===== config.mk =====
export PLATFORM = sky130hd
export DESIGN_NAME = aesme_key_expander
export DESIGN_NICKNAME = d
export VERILOG_FILES = /design/src/rtl/aes128_block_mode_engine_macros.svh /design/src/rtl/aesme_pkg.sv /design/src/rtl/aesme_key_expander.sv
export SDC_FILE = /design/constraint.sdc
export NUM_CORES = 2
export LEC_CHECK = 0
export ABC_AREA = 1
export BUFFER_PORTS_ARGS = -buffer_cell sky130_fd_sc_hd__buf_4
export CAP_MARGIN = 20
export CORE_MARGIN = 5
export CORE_UTILIZATION = 35
export DETAILED_ROUTE_END_ITERATION = 7
export GPL_TIMING_DRIVEN = 0
export PLACE_DENSITY_LB_ADDON = 0.1
export SLEW_MARGIN = 20
export SYNTH_ARGS = -nofsm -noshare
export SYNTH_HDL_FRONTEND = slang
export SYNTH_SLANG_ARGS = --single-unit

===== constraint.sdc =====
create_clock -name clk -period 11.6 [get_ports clk]
set_input_delay 0.58 -clock clk [delete_from_list [all_inputs] [get_ports clk]]
set_output_delay 0.58 -clock clk [all_outputs]
set_load 0.03 [all_outputs]

===== src/rtl/aes128_block_mode_engine_macros.svh =====
// assertion macros shared by the engine rtl
`ifndef AES128_BLOCK_MODE_ENGINE_MACROS_SVH
`define AES128_BLOCK_MODE_ENGINE_MACROS_SVH

// same-cycle implication, disabled during reset
`define AESME_ASSERT_IMP(name, ante, cons, msg) \
  name: assert property (@(posedge clk) disable iff (rst) (ante) |-> (cons)) else $error(msg);

// next-cycle implication, disabled during reset
`define AESME_ASSERT_NEXT(name, ante, cons, msg) \
  name: assert property (@(posedge clk) disable iff (rst) (ante) |=> (cons)) else $error(msg);

`endif


===== src/rtl/aesme_pkg.sv =====
// types, tables and round functions for the aes-128 block mode engine
package aesme_pkg;

  localparam int CFG_IDX_W = 3;

  // register indexes
  localparam logic [CFG_IDX_W-1:0] REG_MODE      = 3'd0;
  localparam logic [CFG_IDX_W-1:0] REG_DIRECTION = 3'd1;
  localparam logic [CFG_IDX_W-1:0] REG_KEY_UPPER = 3'd2;
  localparam logic [CFG_IDX_W-1:0] REG_KEY_LOWER = 3'd3;
  localparam logic [CFG_IDX_W-1:0] REG_IV_UPPER  = 3'd4;
  localparam logic [CFG_IDX_W-1:0] REG_IV_LOWER  = 3'd5;

  // mode codes
  localparam logic [2:0] MODE_ECB = 3'd0;
  localparam logic [2:0] MODE_CBC = 3'd1;
  localparam logic [2:0] MODE_CFB = 3'd2;
  localparam logic [2:0] MODE_OFB = 3'd3;
  localparam logic [2:0] MODE_CTR = 3'd4;

  localparam int NUM_ROUNDS = 10;

  // control for one pass of the round unit
  typedef struct packed {
    logic dec;
    logic last;
  } round_ctl_t;

  localparam logic [0:255][7:0] SBOX = {
    128'h637c777bf26b6fc53001672bfed7ab76, 128'hca82c97dfa5947f0add4a2af9ca472c0,
    128'hb7fd9326363ff7cc34a5e5f171d83115, 128'h04c723c31896059a071280e2eb27b275,
    128'h09832c1a1b6e5aa0523bd6b329e32f84, 128'h53d100ed20fcb15b6acbbe394a4c58cf,
    128'hd0efaafb434d338545f9027f503c9fa8, 128'h51a3408f929d38f5bcb6da2110fff3d2,
    128'hcd0c13ec5f974417c4a77e3d645d1973, 128'h60814fdc222a908846eeb814de5e0bdb,
    128'he0323a0a4906245cc2d3ac629195e479, 128'he7c8376d8dd54ea96c56f4ea657aae08,
    128'hba78252e1ca6b4c6e8dd741f4bbd8b8a, 128'h703eb5664803f60e613557b986c11d9e,
    128'he1f8981169d98e949b1e87e9ce5528df, 128'h8ca1890dbfe6426841992d0fb054bb16
  };

  localparam logic [0:255][7:0] INV_SBOX = {
    128'h52096ad53036a538bf40a39e81f3d7fb, 128'h7ce339829b2fff87348e4344c4dee9cb,
    128'h547b9432a6c2233dee4c950b42fac34e, 128'h082ea16628d924b2765ba2496d8bd125,
    128'h72f8f66486689816d4a45ccc5d65b692, 128'h6c704850fdedb9da5e154657a78d9d84,
    128'h90d8ab008cbcd30af7e45805b8b34506, 128'hd02c1e8fca3f0f02c1afbd0301138a6b,
    128'h3a9111414f67dcea97f2cfcef0b4e673, 128'h96ac7422e7ad3585e2f937e81c75df6e,
    128'h47f11a711d29c5896fb7620eaa18be1b, 128'hfc563e4bc6d279209adbc0fe78cd5af4,
    128'h1fdda8338807c731b11210592780ec5f, 128'h60517fa919b54a0d2de57a9f93c99cef,
    128'ha0e03b4dae2af5b0c8ebbb3c83539961, 128'h172b047eba77d626e169146355210c7d
  };

  // round constant for round r (1..10)
  function automatic logic [7:0] rcon(input logic [3:0] r);
    logic [7:0] v;
    case (r)
      4'd1:    v = 8'h01;
      4'd2:    v = 8'h02;
      4'd3:    v = 8'h04;
      4'd4:    v = 8'h08;
      4'd5:    v = 8'h10;
      4'd6:    v = 8'h20;
      4'd7:    v = 8'h40;
      4'd8:    v = 8'h80;
      4'd9:    v = 8'h1b;
      4'd10:   v = 8'h36;
      default: v = 8'h00;
    endcase
    return v;
  endfunction

  function automatic logic [7:0] xt(input logic [7:0] a);
    return {a[6:0], 1'b0} ^ (a[7] ? 8'h1b : 8'h00);
  endfunction

  // byte 0 is the most significant byte
  function automatic logic [7:0] byte_at(input logic [127:0] s, input int i);
    return s[127 - 8*i -: 8];
  endfunction

  function automatic logic [127:0] sub_bytes(input logic [127:0] s, input logic inv);
    logic [127:0] r;
    r = '0;
    for (int i = 0; i < 16; i++) begin
      r[127 - 8*i -: 8] = inv ? INV_SBOX[byte_at(s, i)] : SBOX[byte_at(s, i)];
    end
    return r;
  endfunction

  function automatic logic [127:0] shift_rows(input logic [127:0] s);
    logic [127:0] r;
    r = '0;
    for (int c = 0; c < 4; c++) begin
      for (int i = 0; i < 4; i++) begin
        r[127 - 8*(i + 4*c) -: 8] = byte_at(s, i + 4*((c + i) % 4));
      end
    end
    return r;
  endfunction

  function automatic logic [127:0] inv_shift_rows(input logic [127:0] s);
    logic [127:0] r;
    r = '0;
    for (int c = 0; c < 4; c++) begin
      for (int i = 0; i < 4; i++) begin
        r[127 - 8*(i + 4*((c + i) % 4)) -: 8] = byte_at(s, i + 4*c);
      end
    end
    return r;
  endfunction

  function automatic logic [127:0] mix_columns(input logic [127:0] s);
    logic [127:0] r;
    logic [7:0] a0, a1, a2, a3;
    r = '0;
    for (int c = 0; c < 4; c++) begin
      a0 = byte_at(s, 4*c);
      a1 = byte_at(s, 4*c + 1);
      a2 = byte_at(s, 4*c + 2);
      a3 = byte_at(s, 4*c + 3);
      r[127 - 32*c -: 32] = {xt(a0) ^ xt(a1) ^ a1 ^ a2 ^ a3,
                             a0 ^ xt(a1) ^ xt(a2) ^ a2 ^ a3,
                             a0 ^ a1 ^ xt(a2) ^ xt(a3) ^ a3,
                             xt(a0) ^ a0 ^ a1 ^ a2 ^ xt(a3)};
    end
    return r;
  endfunction

  // multiples 9, 11, 13, 14 built from doublings
  function automatic logic [31:0] inv_mix_col(input logic [31:0] w);
    logic [7:0] a [4];
    logic [7:0] m2 [4];
    logic [7:0] m4 [4];
    logic [7:0] m8 [4];
    logic [7:0] m9 [4];
    logic [7:0] m11 [4];
    logic [7:0] m13 [4];
    logic [7:0] m14 [4];
    for (int i = 0; i < 4; i++) begin
      a[i]   = w[31 - 8*i -: 8];
      m2[i]  = xt(a[i]);
      m4[i]  = xt(m2[i]);
      m8[i]  = xt(m4[i]);
      m9[i]  = m8[i] ^ a[i];
      m11[i] = m8[i] ^ m2[i] ^ a[i];
      m13[i] = m8[i] ^ m4[i] ^ a[i];
      m14[i] = m8[i] ^ m4[i] ^ m2[i];
    end
    return {m14[0] ^ m11[1] ^ m13[2] ^ m9[3],
            m9[0] ^ m14[1] ^ m11[2] ^ m13[3],
            m13[0] ^ m9[1] ^ m14[2] ^ m11[3],
            m11[0] ^ m13[1] ^ m9[2] ^ m14[3]};
  endfunction

  function automatic logic [127:0] inv_mix_columns(input logic [127:0] s);
    logic [127:0] r;
    r = '0;
    for (int c = 0; c < 4; c++) begin
      r[127 - 32*c -: 32] = inv_mix_col(s[127 - 32*c -: 32]);
    end
    return r;
  endfunction

  // next round key from the previous one
  function automatic logic [127:0] key_step(input logic [127:0] k, input logic [3:0] r);
    logic [31:0] t, n0, n1, n2, n3;
    t  = {SBOX[k[23:16]] ^ rcon(r), SBOX[k[15:8]], SBOX[k[7:0]], SBOX[k[31:24]]};
    n0 = k[127:96] ^ t;
    n1 = k[95:64] ^ n0;
    n2 = k[63:32] ^ n1;
    n3 = k[31:0] ^ n2;
    return {n0, n1, n2, n3};
  endfunction

endpackage


===== src/rtl/aesme_key_expander.sv =====
// round key expansion, one round key per cycle, and the round key store
module aesme_key_expander (
  input  logic         clk,
  input  logic         rst,
  input  logic         start,
  input  logic [127:0] key,
  input  logic [3:0]   rd_idx,
  output logic [127:0] rd_key,
  output logic         busy
);
  import aesme_pkg::*;

  logic [3:0]   cnt;
  logic [127:0] prev;
  logic [127:0] nxt;
  logic [127:0] rk [NUM_ROUNDS+1];

  assign nxt = (cnt == 4'd0) ? key : key_step(prev, cnt);

  // sequencer: reset and key writes restart the expansion
  always_ff @(posedge clk) begin
    if (rst) begin
      busy <= 1'b1;
      cnt  <= 4'd0;
    end else if (start) begin
      busy <= 1'b1;
      cnt  <= 4'd0;
    end else if (busy) begin
      cnt <= cnt + 4'd1;
      if (cnt == 4'(NUM_ROUNDS)) begin
        busy <= 1'b0;
      end
    end
  end

  // key store write
  always_ff @(posedge clk) begin
    if (busy && !start) begin
      rk[cnt] <= nxt;
      prev    <= nxt;
    end
  end

  assign rd_key = rk[rd_idx];

endmodule


==> results.md <==
- Via/cell ratio: 5.920
- Largest net degree at the start of global routing: 25
- Final Cycle Share: 0.5201
- CTS Buf Count: ~170
- P_sw: 4.974 mW
- Count of cell types in the netlist: 34
- Seq/Total Area, Yosys: 0.6280
- Initial Util: 0.3521
- CP max stage delay: 0.95 ns
- Fin Clk Skew: between 0.05 and 0.06 ns
- Detailed-route via count: 64800
- Final WL: around 370 mm
- Port Buffer Count: 259
- Final Hold Viols: 0
- Worst-margin pin slew: 1.360 ns
- Comb pwr share: 0.223
- Critical Path AT: 6.52 ns
- Routability Congestion: 1.045
- Met2 wire len: about 160 mm
- Root Buffer: clkbuf_16
- Synth top area cells: edfxtp_1 62%, nand3_1 8.7%, nand2_1 6.9%, o21ai_0 5.2%, nor2_1 4.3%
- TNS Setup: 0 ns
- Top-area cell type share of the netlist area: 0.6244
- Clk pin slew, worst setup/hold paths: 0.06 ns
- Most frequent cells in the layout: 1536 x edfxtp_1, 1367 x nand2_1, 1285 x nand3_1
- Uppermost routed layer: met5
- Critical Path, Cell by Cell: inv_2 > ha_1 > nand2_1 > clkbuf_1 > nand3_1 > nand3_1 > nand3_1 > nand3_1 > nand2_1 > nand2_1 > nand2_1 > nand2_1 > nand3_1 > nand2_1 > nand2_1 > nand3_1 > nand3_1 > nand2_1
- Tmin final: 6.034 ns
- Final Max Slew Viols: 0
- Clk network pwr share: 0.347
- Met1 Wirelength: 158.9 mm
- Crit path max fanout: 14
- Crit path buffers/inverters: 2
- First-pass GRT wire length: 506.4 mm
- Syn Inst Count: 7373
- Hold_buf cts: 0
- Setup crit start kind: flip-flop
- CTS tree: done
- Area Growth Syn to Fin: 20.29%
- Max Fclk: 165.7 MHz
- Worst-Skew Late Latency: 0.85 ns
- CP Capture Type: flip-flop
- Family with the most delay on the worst path: simple AND/OR/NAND/NOR gates
- Routed Antenna Nets: 0
- # IOs: roughly 260
- #FFs+latches synth: 1549
- Setup Buffers After CTS: 0
- Clk sink count: 1549
- Unrepaired setup endpoints after global routing: no
- Crit path kind: flip-flop to flip-flop
- Post-CTS sizing: 0
- Die Y: 469.4 um
- Number of setup violations in the final report: 0
- Share of layout cells above drive strength 1: 0.1184
- Core box area: 209800 um^2
- Total power: 15.17 mW
- Initial antenna violation count: 30
- DR WL met3: 29.38 mm
- Post-synth top area cell: edfxtp_1
- Wire per inst: roughly 34 um
- Die width: 469.4 um
- TritonRoute pass-1 iters: 6
- Vias in the first global route: 61580
- Status: finished clean
- Max VDD drop: 0.1579 mV
- Switching share of power: 0.3279
- Die ar.: 220300 um^2
- Row cnt: 168
- GR Overflow Total: 0
- Tot GR Track Use: 0.3249
- Pwr dens: 170.7 nW/um^2
- # nets final: 8195
- DP HPWL: 277.0 mm
- # fillers: 20520
- Leakage: between 30 and 40 nW
- Sequential power share: 0.430
- DRC: 0
- Headroom to the max-slew limit: 0.08398
- # Max-Cap Violations: 0
- Crit path max-delay cell type: edfxtp_1
- Crit path top cell by count: nand2_1
- Synthesized cell area: 73860 um^2
- CP required: 12.08 ns
- Commonest non-fill, non-tap cell in the layout: edfxtp_1
- Synthesized area per cell: 10.02 um^2
- Min-Delay Path Class: input port to flip-flop
- DR iter-0 viols: slightly below 9000
- Max clock buf depth: 3
- Int Pwr: between 10 and 15 mW
- H-tree depth: 4
- Syn Nets: 7576
- Ys Warns: 0
## per-stage QoR
stage / utilization / cell area (um^2) / hold WS (ns) / setup WS [ns] / instances
2_1_floorplan: - / 73860 / 0.5108 / -1.226 / 7373
3_3_place_gp: 0.3781 / 79320 / 0.5734 / -12.39 / 10440
3_5_place_dp: 0.3979 / 83460 / 0.5820 / 5.843 / 10620
4_1_cts: 0.4233 / 88800 / 0.06689 / 5.776 / 10940
5_1_grt: 0.4235 / 88830 / 0.07820 / 5.573 / 10940
6_report: 0.4235 / 88850 / 0.1044 / 5.566 / 10950
## power groups by stage
stage,Sequential [mW],Clock (mW),Combinational (mW)
after floorplan,6.63,0,1.58
after global placement,6.68,0,3.10
after detailed placement,6.64,0,3.28
after CTS,6.52,5.35,3.29
after global routing,6.53,5.58,3.51
final,6.52,5.26,3.38
## cells by family (layout without fill, tap and decap cells)
group	after synthesis	count (layout)	share of synthesized area
buf+inv	733	1491	0.04025
simple gates	3574	3574	0.2065
fa+ha+maj	68	68	0.01152
other cells	0	9	0
compound gates	1441	1441	0.1129
xor+xnor	8	8	0.0009486
flops	1549	1549	0.6280
## area by class of cell
| cell class | count | area (um^2) | area share |
|---|---|---|---|
| multi-input cells | 5091 | 25460 | 0.2865 |
| clock inverters | 93 | 809.5 | 0.009111 |
| repair buffers | 444 | 5125 | 0.05768 |
| inverters | 221 | 832.0 | 0.009364 |
| well taps | 2805 | 3510 | 0.03950 |
| diodes | 9 | 22.52 | 0.0002535 |
| flip-flops and latches | 1549 | 46380 | 0.5220 |
| plain buffers | 512 | 2181 | 0.02454 |
| clock buffers | 221 | 4531 | 0.05099 |
## routing by layer
layer / vias to the layer above / GRT usage
met5: - / 0
met1: 32850 / 0.4509
li1: 27990 / -
met3: 659 / 0.05685
met2: 3303 / 0.4975
met4: 2 / 0.1492
## tightest hold or removal path, delay by kind of cell
kind,cells,cell delay (ns)
and+or+nand+nor,2,0.21
buffers and inverters,1,0.11
## state kept, by name, summed over array words and instances, names as in the netlist, named ones only
signal  cells
busy        1
cnt         4
prev      128
rk       1408
## cell usage after synthesis (all sizes together)
| master | number |
|---|---|
| dfxtp | 13 |
| nand3b | 16 |
| o22ai | 128 |
| a31oi | 119 |
| clkinv | 9 |
| edfxtp | 1536 |
| o31ai | 1 |
| nand3 | 1287 |
| ha | 68 |
| a211oi | 22 |
| nor3 | 9 |
| or2 | 24 |
| o211ai | 141 |
| xor2 | 8 |
| a21oi | 147 |
| buf | 176 |
| clkbuf | 336 |
| nor4 | 1 |
| o21ai | 777 |
| inv | 212 |
| nor2 | 839 |
| o221ai | 106 |
| nand2 | 1382 |
| nand4 | 16 |
## final timing paths
path              cells after the start  startpoint  slack, ns         to
setup / recovery                     18     prev[9]       5.57  rk[6][19]
hold / removal                        3         rst       0.10       busy
setup reg to reg                     18     prev[9]       5.57  rk[6][19]
hold reg to reg                       2      cnt[1]       0.59     cnt[1]
(Power assumes the default switching activity.)
